**config.mk**
```make
export PLATFORM = sky130hd
export DESIGN_NAME = sponge_hash_176bit_permutation_core
export DESIGN_NICKNAME = d
export VERILOG_FILES = /design/src/rtl/sh176_pkg.sv /design/src/rtl/sh176_datapath.sv /design/src/rtl/sh176_ctrl.sv /design/src/rtl/sponge_hash_176bit_permutation_core.sv
export VERILOG_INCLUDE_DIRS = /design/src /design/src/rtl
export SDC_FILE = /design/constraint.sdc
export NUM_CORES = 1
export LEC_CHECK = 0
export BUFFER_PORTS_ARGS = -buffer_cell sky130_fd_sc_hd__buf_2
export CAP_MARGIN = 15
export CORE_AREA = 2 2 230 232
export CTS_BUF_LIST = sky130_fd_sc_hd__clkbuf_2
export DETAILED_ROUTE_END_ITERATION = 8
export DIE_AREA = 0 0 232 234
export GPL_TIMING_DRIVEN = 0
export SETUP_SLACK_MARGIN = 0.15
export SLEW_MARGIN = 5
export SYNTH_ARGS = -nofsm -noshare
export SYNTH_HDL_FRONTEND = slang
export SYNTH_SLANG_ARGS = --single-unit
```
**constraint.sdc**
```tcl
create_clock -name aclk -period 7.1 [get_ports aclk]
set_input_delay 0.355 -clock aclk [delete_from_list [all_inputs] [get_ports aclk]]
set_output_delay 0.355 -clock aclk [all_outputs]
set_load 0.03 [all_outputs]
```
**src/rtl/sponge_hash_176bit_permutation_core_macros.svh**
```systemverilog
// Assertion macros for the sponge hash core.
// Depends on nothing; included by the top level.
`ifndef SPONGE_HASH_176BIT_PERMUTATION_CORE_MACROS_SVH
`define SPONGE_HASH_176BIT_PERMUTATION_CORE_MACROS_SVH
`ifndef SYNTH
`define SH_ASSERT_IMP(lbl, clk, rstn, pre, post) \
    lbl: assert property (@(posedge clk) disable iff (!rstn) (pre) |-> (post)) \
        else $error("sponge hash assertion failed");
`define SH_ASSERT_NXT(lbl, clk, rstn, pre, post) \
    lbl: assert property (@(posedge clk) disable iff (!rstn) (pre) |=> (post)) \
        else $error("sponge hash assertion failed");
`else
`define SH_ASSERT_IMP(lbl, clk, rstn, pre, post)
`define SH_ASSERT_NXT(lbl, clk, rstn, pre, post)
`endif
`endif

```
**src/rtl/sh176_pkg.sv**
```systemverilog
// Types, constants and round function of the 176-bit sponge hash.
// No dependencies; used by the controller, datapath and top level.
package sh176_pkg;

    localparam int STATE_BITS = 176;
    localparam int MAX_DIGEST = 64;
    localparam logic [7:0] PAD_BYTE = 8'h80;

    localparam logic [1:0] ABS_NONE     = 2'd0;
    localparam logic [1:0] ABS_MSG      = 2'd1;
    localparam logic [1:0] ABS_PAD_HELD = 2'd2;
    localparam logic [1:0] ABS_PAD_ONLY = 2'd3;

    typedef struct packed {
        logic [7:0] data_byte;
        logic       byte_present;
        logic       msg_last;
    } sh_in_t;

    typedef struct packed {
        logic [7:0] digest_byte;
        logic       digest_last;
    } sh_out_t;

    typedef struct packed {
        logic       hold;
        logic [1:0] absorb_sel;
        logic       lfsr_load;
        logic       round;
        logic       clear;
        logic       out_load;
        logic       out_sel;
        logic       out_last;
    } dp_cmd_t;

    localparam logic [3:0] SBOX [16] = '{
        4'hE, 4'hD, 4'hB, 4'h0, 4'h2, 4'h1, 4'h4, 4'hF,
        4'h7, 4'hA, 4'h8, 4'h5, 4'h9, 4'hC, 4'h3, 4'h6
    };

    function automatic logic [6:0] lfsr_step(input logic [6:0] v);
        lfsr_step = {v[5:0], v[6] ^ v[5]};
    endfunction

    function automatic logic [STATE_BITS-1:0] round_f(input logic [STATE_BITS-1:0] s,
                                                      input logic [6:0] lfsr);
        logic [STATE_BITS-1:0] x;
        logic [STATE_BITS-1:0] p;
        logic [7:0]            rev;
        x = s;
        for (int k = 0; k < 8; k++) begin
            rev[7-k] = (k < 7) ? lfsr[k] : 1'b0;
        end
        x[7:0]     = x[7:0] ^ {1'b0, lfsr};
        x[175:168] = x[175:168] ^ rev;
        for (int n = 0; n < STATE_BITS / 4; n++) begin
            x[n*4 +: 4] = SBOX[x[n*4 +: 4]];
        end
        p = '0;
        for (int i = 0; i < STATE_BITS - 1; i++) begin
            p[(i * (STATE_BITS / 4)) % (STATE_BITS - 1)] = x[i];
        end
        p[STATE_BITS-1] = x[STATE_BITS-1];
        round_f = p;
    endfunction

endpackage

```
**src/rtl/sh176_datapath.sv**
```systemverilog
// Datapath: sponge state, held byte, round LFSR and digest output register.
// Depends on sh176_pkg; driven by sh176_ctrl commands.
module sh176_datapath import sh176_pkg::*; #(
    parameter int unsigned LFSR_INIT = 69
) (
    input  logic       aclk,
    input  logic       aresetn,
    input  logic [7:0] in_byte,
    input  dp_cmd_t    cmd,
    output sh_out_t    out_data
);

    logic [STATE_BITS-1:0] state_reg, state_next;
    logic [7:0]            held_reg;
    logic [6:0]            lfsr_reg;
    sh_out_t               out_reg;

    always_comb begin
        state_next = state_reg;
        case (cmd.absorb_sel)
            ABS_MSG:      state_next[15:0] = state_reg[15:0] ^ {in_byte, held_reg};
            ABS_PAD_HELD: state_next[15:0] = state_reg[15:0] ^ {PAD_BYTE, held_reg};
            ABS_PAD_ONLY: state_next[15:0] = state_reg[15:0] ^ {8'h00, PAD_BYTE};
            default:      state_next = state_reg;
        endcase
        if (cmd.round) begin
            state_next = round_f(state_reg, lfsr_reg);
        end
        if (cmd.clear) begin
            state_next = '0;
        end
    end

    always_ff @(posedge aclk) begin
        if (!aresetn) begin
            state_reg <= '0;
            held_reg  <= '0;
            lfsr_reg  <= 7'(LFSR_INIT);
            out_reg   <= '0;
        end else begin
            state_reg <= state_next;
            if (cmd.hold) begin
                held_reg <= in_byte;
            end
            if (cmd.lfsr_load) begin
                lfsr_reg <= 7'(LFSR_INIT);
            end else if (cmd.round) begin
                lfsr_reg <= lfsr_step(lfsr_reg);
            end
            if (cmd.out_load) begin
                out_reg.digest_byte <= cmd.out_sel ? state_reg[15:8] : state_reg[7:0];
                out_reg.digest_last <= cmd.out_last;
            end
        end
    end

    assign out_data = out_reg;

endmodule

```
**src/rtl/sh176_ctrl.sv**
```systemverilog
// Controller: absorb/pad/permute/squeeze sequencing, handshakes, digest length.
// Depends on sh176_pkg; commands sh176_datapath.
module sh176_ctrl import sh176_pkg::*; #(
    parameter int unsigned ROUNDS = 90
) (
    input  logic       aclk,
    input  logic       aresetn,
    input  logic       cfg_wr_en,
    input  logic [6:0] cfg_wr_data,
    input  logic       s_valid,
    output logic       s_ready,
    input  sh_in_t     s_data,
    output logic       m_valid,
    input  logic       m_ready,
    output dp_cmd_t    cmd
);

    localparam int RND_W = $clog2(ROUNDS + 1);

    localparam logic [1:0] ST_IDLE = 2'd0;
    localparam logic [1:0] ST_PAD  = 2'd1;
    localparam logic [1:0] ST_PERM = 2'd2;
    localparam logic [1:0] ST_SQZ  = 2'd3;

    logic [1:0]       state_reg, state_next;
    logic [RND_W-1:0] rnd_reg, rnd_next;
    logic             half_reg, half_next;
    logic             pend_last_reg, pend_last_next;
    logic             sqz_reg, sqz_next;
    logic [6:0]       cnt_reg, cnt_next;
    logic             kidx_reg, kidx_next;
    logic             m_valid_reg, m_valid_next;
    logic [6:0]       dlen_reg;
    logic [6:0]       total;
    logic             accept;
    logic             out_free;

    assign total    = (dlen_reg > 7'(MAX_DIGEST)) ? 7'(MAX_DIGEST) : dlen_reg;
    assign s_ready  = (state_reg == ST_IDLE);
    assign accept   = s_valid && s_ready;
    assign out_free = !m_valid_reg || m_ready;
    assign m_valid  = m_valid_reg;

    always_comb begin
        state_next     = state_reg;
        rnd_next       = rnd_reg;
        half_next      = half_reg;
        pend_last_next = pend_last_reg;
        sqz_next       = sqz_reg;
        cnt_next       = cnt_reg;
        kidx_next      = kidx_reg;
        m_valid_next   = (m_valid_reg && m_ready) ? 1'b0 : m_valid_reg;
        cmd            = '0;
        cmd.absorb_sel = ABS_NONE;
        unique case (state_reg)
            ST_IDLE: begin
                if (accept) begin
                    if (s_data.byte_present && half_reg) begin
                        cmd.absorb_sel = ABS_MSG;
                        cmd.lfsr_load  = 1'b1;
                        half_next      = 1'b0;
                        pend_last_next = s_data.msg_last;
                        sqz_next       = 1'b0;
                        rnd_next       = '0;
                        state_next     = ST_PERM;
                    end else begin
                        if (s_data.byte_present) begin
                            cmd.hold  = 1'b1;
                            half_next = 1'b1;
                        end
                        if (s_data.msg_last) begin
                            state_next = ST_PAD;
                        end
                    end
                end
            end
            ST_PAD: begin
                cmd.absorb_sel = half_reg ? ABS_PAD_HELD : ABS_PAD_ONLY;
                cmd.lfsr_load  = 1'b1;
                half_next      = 1'b0;
                sqz_next       = 1'b1;
                cnt_next       = '0;
                kidx_next      = 1'b0;
                rnd_next       = '0;
                state_next     = ST_PERM;
            end
            ST_PERM: begin
                cmd.round = 1'b1;
                rnd_next  = rnd_reg + 1'b1;
                if (rnd_reg == RND_W'(ROUNDS - 1)) begin
                    if (sqz_reg) begin
                        state_next = ST_SQZ;
                    end else if (pend_last_reg) begin
                        state_next = ST_PAD;
                    end else begin
                        state_next = ST_IDLE;
                    end
                end
            end
            ST_SQZ: begin
                if (cnt_reg == total) begin
                    // zero-length digest
                    cmd.clear  = 1'b1;
                    state_next = ST_IDLE;
                end else if (out_free) begin
                    cmd.out_load = 1'b1;
                    cmd.out_sel  = kidx_reg;
                    cmd.out_last = (7'(cnt_reg + 7'd1) == total);
                    m_valid_next = 1'b1;
                    cnt_next     = cnt_reg + 7'd1;
                    if (7'(cnt_reg + 7'd1) == total) begin
                        cmd.clear  = 1'b1;
                        state_next = ST_IDLE;
                    end else if (kidx_reg) begin
                        cmd.lfsr_load = 1'b1;
                        rnd_next      = '0;
                        kidx_next     = 1'b0;
                        state_next    = ST_PERM;
                    end else begin
                        kidx_next = 1'b1;
                    end
                end
            end
            default: state_next = ST_IDLE;
        endcase
    end

    always_ff @(posedge aclk) begin
        if (!aresetn) begin
            state_reg     <= ST_IDLE;
            rnd_reg       <= '0;
            half_reg      <= 1'b0;
            pend_last_reg <= 1'b0;
            sqz_reg       <= 1'b0;
            cnt_reg       <= '0;
            kidx_reg      <= 1'b0;
            m_valid_reg   <= 1'b0;
            dlen_reg      <= 7'd20;
        end else begin
            state_reg     <= state_next;
            rnd_reg       <= rnd_next;
            half_reg      <= half_next;
            pend_last_reg <= pend_last_next;
            sqz_reg       <= sqz_next;
            cnt_reg       <= cnt_next;
            kidx_reg      <= kidx_next;
            m_valid_reg   <= m_valid_next;
            if (cfg_wr_en) begin
                dlen_reg <= cfg_wr_data;
            end
        end
    end

endmodule

```
**src/rtl/sponge_hash_176bit_permutation_core.sv**
```systemverilog
// Sponge hash, 176-bit state, 16-bit rate. One round per cycle.
// A byte completing a block starts a permutation, with s_ready low until it ends; an odd byte is held.
// Last transaction: padding and a permutation (after a pending completed block's permutation) come
// before the first digest byte; two bytes per block, with a permutation between blocks, plus stalls.
// Reset (aresetn, sync, active low): controller idle, sponge state zero, digest_len 20.
`include "sponge_hash_176bit_permutation_core_macros.svh"
module sponge_hash_176bit_permutation_core import sh176_pkg::*; #(
    parameter int unsigned ROUNDS    = 90,
    parameter int unsigned LFSR_INIT = 69
) (
    input  logic       aclk,
    input  logic       aresetn,
    input  logic       cfg_wr_en,
    input  logic [6:0] cfg_wr_data,
    input  logic       s_valid,
    output logic       s_ready,
    input  sh_in_t     s_data,
    output logic       m_valid,
    input  logic       m_ready,
    output sh_out_t    m_data
);

    dp_cmd_t dp_cmd;

    sh176_ctrl #(
        .ROUNDS(ROUNDS)
    ) u_ctrl (
        .aclk       (aclk),
        .aresetn    (aresetn),
        .cfg_wr_en  (cfg_wr_en),
        .cfg_wr_data(cfg_wr_data),
        .s_valid    (s_valid),
        .s_ready    (s_ready),
        .s_data     (s_data),
        .m_valid    (m_valid),
        .m_ready    (m_ready),
        .cmd        (dp_cmd)
    );

    sh176_datapath #(
        .LFSR_INIT(LFSR_INIT)
    ) u_dp (
        .aclk    (aclk),
        .aresetn (aresetn),
        .in_byte (s_data.data_byte),
        .cmd     (dp_cmd),
        .out_data(m_data)
    );

    `SH_ASSERT_IMP(a_no_round_when_ready, aclk, aresetn, s_ready, !dp_cmd.round)
    `SH_ASSERT_NXT(a_load_sets_valid, aclk, aresetn, dp_cmd.out_load, m_valid)
    `SH_ASSERT_IMP(a_last_clears, aclk, aresetn, dp_cmd.out_load && dp_cmd.out_last, dp_cmd.clear)

endmodule

```
==> impl_table.tex, run 1 <==
\begin{tabular}{lr}
\hline
Metric & Value \\
\hline
\multicolumn{2}{l}{\textbf{Run status}} \\
\quad Outcome & finished, final reports clean \\
\multicolumn{2}{l}{\textbf{Power}} \\
\quad Highest ir drop seen on vdd & 79.2 uV \\
\quad Leakage Power & 6.71 nW \\
\quad Power Density & 224 nW/um\^{}2 \\
\quad Total power after layout & 3.99 mW \\
\multicolumn{2}{l}{\textbf{Timing}} \\
\quad Period minus WS final & 3.41 ns \\
\quad Final hold viol count & 0 \\
\quad Actual transition at the worst max-transition pin & 1.16 ns \\
\quad Final Slew Violations & 0 \\
\quad Maximum clock frequency & 294 MHz \\
\quad RSZ-0062 raised after global routing & no \\
\quad Fin Clk Skew & 0.0724 ns \\
\quad Final Cycle Share & 0.480 \\
\quad Final-report setup violation count & 0 \\
\quad Worst slew margin & 0.230 \\
\quad Total Neg Setup Slack & 0 ns \\
\multicolumn{2}{l}{\textbf{Setup path}} \\
\quad Peak per-stage delay on the critical path & around 0.67 ns \\
\quad Ordered cell list for the critical path & clkbuf\_1 -> buf\_1 -> mux2i\_1 -> or2\_2 -> ha\_1 -> o21ai\_0 -> clkbuf\_1 -> o32ai\_1 -> a22oi\_1 -> nor2\_1 \\
\quad Setup slack of the most critical reg-to-reg path & between 3 and 4 ns \\
\quad Slowest stage cell, crit path & sky130\_fd\_sc\_hd\_\_o21ai\_0 \\
\quad Number of cells traversed by the worst register-to-register path & 10 \\
\quad Worst EP required & 7.91 ns \\
\quad Crit start category & flop \\
\quad Launching point of the worst reg2reg path & u\_ctrl.state\_reg[0]\$\_SDFFE\_PN0P\_ \\
\quad Most frequent CP cell & sky130\_fd\_sc\_hd\_\_clkbuf\_1 \\
\quad Arr. time, crit path & about 4.2 ns \\
\quad Highest fanout seen on the critical path & 10 \\
\quad CP Capture Type & flop \\
\quad Endpoint of the worst register-to-register path & u\_dp.state\_reg[4]\$\_SDFFE\_PP0P\_ \\
\quad Type of the setup path with the least slack & flop to flop \\
\multicolumn{2}{l}{\textbf{Hold path}} \\
\quad Source of the worst hold timing path & s\_data[8] \\
\quad Hold Path Depth & 4 \\
\quad Class of the tightest hold or removal check & primary input to flop \\
\quad Hold Crit Endpoint & u\_dp.held\_reg[6]\$\_SDFFE\_PN0P\_ \\
\multicolumn{2}{l}{\textbf{Synth}} \\
\quad Most instantiated flip-flop cell in the synthesis netlist & sky130\_fd\_sc\_hd\_\_dfxtp\_1 \\
\quad Total number of yosys warnings & 0 \\
\quad Count of mapped cells out of synthesis & 1,987 \\
\quad Flip-flop and latch count after synthesis & 228 \\
\quad Post-synthesis cell area & 16,000 sq um \\
\quad Seq/Total Area, Yosys & 0.286 \\
\quad Async set or reset register ratio after synthesis & 0 \\
\quad Post-Syn Nets & 2,185 \\
\quad Post-Synthesis Mean Instance Area & 8.04 sq um \\
\quad Post-synthesis cell type count & 57 \\
\quad Number of enable flip-flop cells after synthesis & 0 \\
\multicolumn{2}{l}{\textbf{Final layout}} \\
\quad Max FFs per register & 176 \\
\quad Area added between synthesis and finish & 11.6\% \\
\quad Ratio of cells with drive above 1 in the final layout & 0.0834 \\
\quad Summed area of non-filler cells in the final layout & approximately 18,000 sq um \\
\quad Commonest non-fill, non-tap cells in the layout & 335 x sky130\_fd\_sc\_hd\_\_nor2\_1, 228 x sky130\_fd\_sc\_hd\_\_dfxtp\_1, 221 x sky130\_fd\_sc\_hd\_\_a21oi\_1, 176 x sky130\_fd\_sc\_hd\_\_ha\_1, 156 x sky130\_fd\_sc\_hd\_\_a211oi\_1 \\
\quad Final-stage net count & 2,309 \\
\quad Leading cell type in the layout, fill and taps excluded & sky130\_fd\_sc\_hd\_\_nor2\_1 \\
\multicolumn{2}{l}{\textbf{Global route}} \\
\quad Via count of the first global-routing pass & 13,800 \\
\quad GR Overflow Total & 0 \\
\quad GRT Resource Usage Total & 0.187 \\
\quad Antenna violations before repair & 1 \\
\quad Maximum number of pins on one net before global-route repair & 16 \\
\quad Global-route wire length before repair & 78,700 um \\
\multicolumn{2}{l}{\textbf{Clock network}} \\
\quad Maximum buffer depth of the clock tree & 3 \\
\quad Number of setup buffers added after CTS & 0 \\
\quad Worst-path clk slew & $\sim$0.13 ns \\
\quad Clock network latency to the later pin of the worst-skew pair & 0.98 ns \\
\quad CTS tree & built \\
\quad Number of clock sinks & 228 \\
\quad Clock root buffer master & sky130\_fd\_sc\_hd\_\_clkbuf\_2 \\
\quad Htree depth & 2 \\
\quad Number of buffers inserted during clock tree synthesis & 61 \\
\multicolumn{2}{l}{\textbf{Route}} \\
\quad Number of vias per cell after detailed routing & 5.26 \\
\quad Mean routed wirelength per cell & approximately 18 um \\
\quad Antenna violation net count after detailed routing & 0 \\
\quad Pre-Repair DR Iteration Count & 5 \\
\quad WL final & just over 50,000 um \\
\quad Residual DRC count & 0 \\
\quad Vias after detailed routing & roughly 15,000 \\
\quad Starting DRC count in detailed routing & 1,174 \\
\multicolumn{2}{l}{\textbf{Floorplanning}} \\
\quad Placeable Area & around 52,000 sq um \\
\quad Overall die height & around 230 um \\
\quad Die outline width & around 230 um \\
\quad Number of core rows & 84 \\
\quad I/O pins & 33 \\
\quad Die area & 54,300 sq um \\
\quad Starting density of the core & 0.307 \\
\multicolumn{2}{l}{\textbf{Place}} \\
\quad Placed instance area & approximately 17,000 sq um \\
\quad Global placer's final weighted congestion & 0.902 \\
\quad Number of I/O port buffers & 30 \\
\quad Hpwl dp & approximately 37,000 um \\
\multicolumn{2}{l}{\textbf{Run}} \\
\quad Max-capacitance violation count & 0 \\
\hline
\end{tabular}
Yosys cell counts (all sizes together) (18+ instances only):
cell | instances | area share
nor2 | 335 | 0.079
dfxtp | 228 | 0.29
a21oi | 221 | 0.069
ha | 176 | 0.14
a211oi | 156 | 0.073
clkbuf | 134 | 0.031
inv | 131 | 0.031
mux2i | 97 | 0.061
nand2 | 81 | 0.019
nor3 | 63 | 0.020
o21ai | 47 | 0.015
xor2 | 46 | 0.025
xnor2 | 43 | 0.024
buf | 33 | 0.015
mux4 | 24 | 0.034
o211ai | 24 | 0.011
nand2b | 18 | 0.0071
cell families (layout without fill, tap and decap cells):
kind of cell             Yosys count  after routing  share of synthesized area
other                              0              1                          0
flip-flops                       228            228                      0.286
buffers and inverters            299            469                     0.0774
XOR/XNOR                          89             89                     0.0493
multiplexers                     121            121                     0.0946
AO/OA/AOI/OAI                    526            526                      0.210
adder cells (fa/ha/maj)          176            176                      0.138
AND/OR/NAND/NOR                  548            548                      0.145
power by group:
part	leakage, nW	switching (mW)	total (mW)	internal [mW]
combinational	4.44	0.945	1.49	0.546
sequential	1.86	0.141	1.55	1.41
clock	0.418	0.609	0.950	0.342
final cells by class:
cell class                      instances  area [sq um]
Fill cell                            5454         34200
Buffer                                167           741
Antenna cell                            1          2.50
Multi-Input combinational cell       1460         10200
Tap cell                              688           861
Sequential cell                       228          4560
Inverter                              132           495
Timing Repair Buffer                   61           460
Clock buffer                           91           455
Clock inverter                         18          72.6
timing repair:
action | CTS | global route
hold buffers | 31 | 0
hold endpoints to repair | 35 | 0
gates resized for setup | 0 | 0
per-stage QoR:
step / setup slack [ns] / hold slack (ns) / cells / util
5_1_grt: 3.45 / 0.205 / 2846 / 0.343
3_3_place_gp: 3.78 / 0.461 / 2705 / 0.326
6_report: 3.69 / 0.250 / 2846 / 0.343
4_1_cts: 3.75 / 0.176 / 2845 / 0.343
2_1_floorplan: 4.46 / 0.453 / 1987 / -
3_5_place_dp: 3.81 / 0.471 / 2705 / 0.326
critical path: cells and delay by family, from the launching register on:
| kind | cells | cell delay (ns) |
|---|---|---|
| and+or+nand+nor | 2 | 0.36 |
| buffers and inverters | 3 | 1.14 |
| AOI/OAI and AO/OA | 3 | 1.03 |
| muxes | 1 | 0.12 |
| adders and majority gates | 1 | 0.25 |
| DFF | 1 | 0.40 |
worst max path at each step:
stage	depth (start not counted)	from	slack, ns	to
after floorplan	10	u_ctrl.state_reg[0]$_SDFFE_PN0P_	4.46	u_dp.state_reg[4]$_SDFFE_PP0P_
after global placement	10	u_ctrl.state_reg[0]$_SDFFE_PN0P_	3.78	u_dp.state_reg[11]$_SDFFE_PP0P_
after global routing	12	u_ctrl.state_reg[0]$_SDFFE_PN0P_	3.45	u_dp.state_reg[15]$_SDFFE_PP0P_
after detailed placement	10	u_ctrl.state_reg[0]$_SDFFE_PN0P_	3.81	u_dp.state_reg[4]$_SDFFE_PP0P_
after CTS	10	u_ctrl.state_reg[0]$_SDFFE_PN0P_	3.75	u_dp.state_reg[4]$_SDFFE_PP0P_
final	10	u_ctrl.state_reg[0]$_SDFFE_PN0P_	3.69	u_dp.state_reg[4]$_SDFFE_PP0P_
routing by layer:
metal	track usage	vias to the layer above	part of all wire
li1	-	7189	-
met1	0.241	7201	0.44
met2	0.308	460	0.46
met3	0.0361	107	0.067
met4	0.0699	0	0.033
met5	0	-	0
No activity file was read; power rests on OpenSTA's default activity.
==> run 2, diff against run 1 <==
clock period = 3.1 ns   (was 7.1 ns; I/O delays follow)
==> run 2 against run 1 <==
  * Flip-flop and latch count unchanged
  * Sequential share of layout area decreased by 0.22 points
  * Combinational power increased by 130%
  * Cell count increased by 0.32%
==> impl_table.tex, run 2 (same netlist as run 1, synthesis figures left out) <==
\begin{tabular}{lr}
\hline
Metric & Value \\
\hline
\multicolumn{2}{l}{\textbf{Run status}} \\
\quad Outcome & finished, final reports clean \\
\multicolumn{2}{l}{\textbf{Global route}} \\
\quad Maximum number of pins on one net before global-route repair & 16 \\
\quad GR Overflow Total & 0 \\
\quad Global-route wire length before repair & just under 80,000 um \\
\quad Antenna violations before repair & 1 \\
\quad GRT Resource Usage Total & 0.187 \\
\quad Via count of the first global-routing pass & roughly 14,000 \\
\multicolumn{2}{l}{\textbf{Setup path}} \\
\quad Crit start category & flop \\
\quad Slowest stage cell, crit path & sky130\_fd\_sc\_hd\_\_dfxtp\_2 \\
\quad Highest fanout seen on the critical path & 10 \\
\quad Ordered cell list for the critical path & ha\_2 -> nand3\_1 -> xnor2\_2 -> a21oi\_1 -> a41oi\_2 -> or3\_1 -> buf\_2 -> o221ai\_4 -> buf\_6 -> buf\_4 -> nor2\_1 \\
\quad Number of buffers and inverters on the critical path & 3 \\
\quad Peak per-stage delay on the critical path & between 0.4 and 0.5 ns \\
\quad Worst EP required & roughly 4 ns \\
\quad CP Capture Type & flop \\
\quad Family with the most delay on the worst path & buffers and inverters \\
\quad Type of the setup path with the least slack & flop to flop \\
\quad Arr. time, crit path & $\sim$3.7 ns \\
\multicolumn{2}{l}{\textbf{Final layout}} \\
\quad Leading cell type in the layout, fill and taps excluded & sky130\_fd\_sc\_hd\_\_nor2\_1 \\
\quad Final Core Density & 0.346 \\
\quad Fill cells & between 5,000 and 6,000 \\
\quad Ratio of cells with drive above 1 in the final layout & 0.0928 \\
\quad Final-stage net count & 2,318 \\
\quad Commonest non-fill, non-tap cells in the layout & 335 x sky130\_fd\_sc\_hd\_\_nor2\_1, 227 x sky130\_fd\_sc\_hd\_\_dfxtp\_1, 221 x sky130\_fd\_sc\_hd\_\_a21oi\_1, 175 x sky130\_fd\_sc\_hd\_\_ha\_1, 156 x sky130\_fd\_sc\_hd\_\_a211oi\_1 \\
\quad Max FFs per register & 176 \\
\quad Area added between synthesis and finish & 12.6\% \\
\multicolumn{2}{l}{\textbf{Route}} \\
\quad Pre-Repair DR Iteration Count & 6 \\
\quad Met3 Routed Length & 3890 um \\
\quad Residual DRC count & 0 \\
\quad Met1 routed wirelength after detailed routing & between 20,000 and 25,000 um \\
\quad Top routing layer in use & met4 \\
\quad Antenna violation net count after detailed routing & 0 \\
\quad Total length of routed met2 wires & between 20,000 and 25,000 um \\
\quad Vias after detailed routing & 15,000 \\
\quad WL final & 52,100 um \\
\quad Starting DRC count in detailed routing & between 1,000 and 1,500 \\
\quad Number of vias per cell after detailed routing & between 5 and 6 \\
\quad Mean routed wirelength per cell & 18.3 um \\
\multicolumn{2}{l}{\textbf{Power}} \\
\quad Highest ir drop seen on vdd & 180 uV \\
\quad Leakage Power & around 7 nW \\
\quad Power Density & 510 nW/um\^{}2 \\
\multicolumn{2}{l}{\textbf{Clock network}} \\
\quad CTS tree & built \\
\quad Htree depth & 2 \\
\quad Number of buffers inserted during clock tree synthesis & 61 \\
\quad Number of setup buffers added after CTS & 0 \\
\quad Maximum buffer depth of the clock tree & 3 \\
\quad Clock root buffer master & sky130\_fd\_sc\_hd\_\_clkbuf\_2 \\
\quad Clock network latency to the later pin of the worst-skew pair & between 0.9 and 1 ns \\
\quad Worst-path clk slew & 0.11 ns \\
\quad Number of clock sinks & roughly 230 \\
\multicolumn{2}{l}{\textbf{Place}} \\
\quad Global placer's final weighted congestion & 0.902 \\
\quad Hpwl dp & 37,300 um \\
\quad Number of I/O port buffers & 30 \\
\multicolumn{2}{l}{\textbf{Floorplanning}} \\
\quad Placeable Area & 52,000 sq um \\
\quad Number of core rows & 84 \\
\quad I/O pins & 33 \\
\quad Die area & 54,300 sq um \\
\quad Overall die height & 234 um \\
\quad Die outline width & 232 um \\
\quad Starting density of the core & 0.307 \\
\multicolumn{2}{l}{\textbf{Timing}} \\
\quad Final-report setup violation count & 0 \\
\quad RSZ-0062 raised after global routing & yes \\
\quad Final Cycle Share & 0.918 \\
\quad Actual transition at the worst max-transition pin & 1.06 ns \\
\quad Fin Clk Skew & around 0.078 ns \\
\quad Post-route worst hold slack & 0.0840 ns \\
\quad Maximum clock frequency & 351 MHz \\
\quad Final hold viol count & 0 \\
\quad Final Slew Violations & 0 \\
\quad Worst slew margin & 0.291 \\
\quad Period minus WS final & 2.85 ns \\
\multicolumn{2}{l}{\textbf{Run}} \\
\quad Max-capacitance violation count & 0 \\
\multicolumn{2}{l}{\textbf{Hold path}} \\
\quad Class of the tightest hold or removal check & primary input to flop \\
\hline
\end{tabular}
==> run 2: changes by cell type in the layout (fill, tap and decap cells not counted), sizes merged <==
| cell | before | now |
|---|---|---|
| dlygate4sd3 | 31 | 40 |
==> run 2: where the power goes <==
part / switching (mW) / internal, mW
clock network: 1.40 / 0.783
logic: 2.17 / 1.27
registers: 0.323 / 3.22
total: 3.89 / 5.28
==> run 2: per-stage QoR <==
stage,std cells,worst slack (ns),power [mW],setup TNS (ns),instance area (sq um)
after global routing,2855,0.0575,9.75,0,18000
after CTS,2854,0.159,9.15,0,17900
final,2855,0.253,9.17,0,18000
after global placement,2705,-0.217,6.81,-3.56,17000
after detailed placement,2705,-0.194,6.92,-2.51,17000
after floorplan,1987,0.464,5.93,0,16000
==> run 2: tightest hold or removal path: cells and delay by family <==
| kind | cells | cell delay [ns] |
|---|---|---|
| muxes | 1 | 0.08 |
| buffers and inverters | 2 | 0.66 |
| and+or+nand+nor | 1 | 0.07 |
==> run 2: repair_timing <==
action	in CTS	in global routing
hold endpoints to repair	129	0
endpoints found under the setup margin	86	94
hold buffers	40	0
resized for setup	14	23
gates cloned	0	0
==> run 2: layer usage <==
layer / GRT usage / up-vias
met1: 0.241 / 7209
li1: - / 7205
met3: 0.0361 / 112
met4: 0.0703 / 0
met5: 0 / -
met2: 0.309 / 493
==> run 2: worst paths after layout <==
path	startpoint	end	slack (ns)	cells after the start
worst min register to register	u_dp.out_data[0]$_SDFFE_PN0P_	u_dp.out_data[0]$_SDFFE_PN0P_	0.48	2
worst max register to register	u_ctrl.cnt_reg[1]$_SDFFE_PN0P_	u_dp.state_reg[131]$_SDFFE_PP0P_	0.25	11
worst min-delay path	s_data[6]	u_dp.held_reg[4]$_SDFFE_PN0P_	0.08	4
worst max-delay path	u_ctrl.cnt_reg[1]$_SDFFE_PN0P_	u_dp.state_reg[131]$_SDFFE_PP0P_	0.25	11
==> run 2: cell type report <==
type	instances	area, sq um	share of cell area
Multi-Input combinational cell	1460	10200	0.568
Sequential cell	228	4570	0.254
Tap cell	688	861	0.0479
Buffer	167	768	0.0427
Timing Repair Buffer	70	551	0.0306
Inverter	132	495	0.0276
Clock buffer	91	455	0.0253
Clock inverter	18	72.6	0.00404
Antenna cell	1	2.50	0.000139
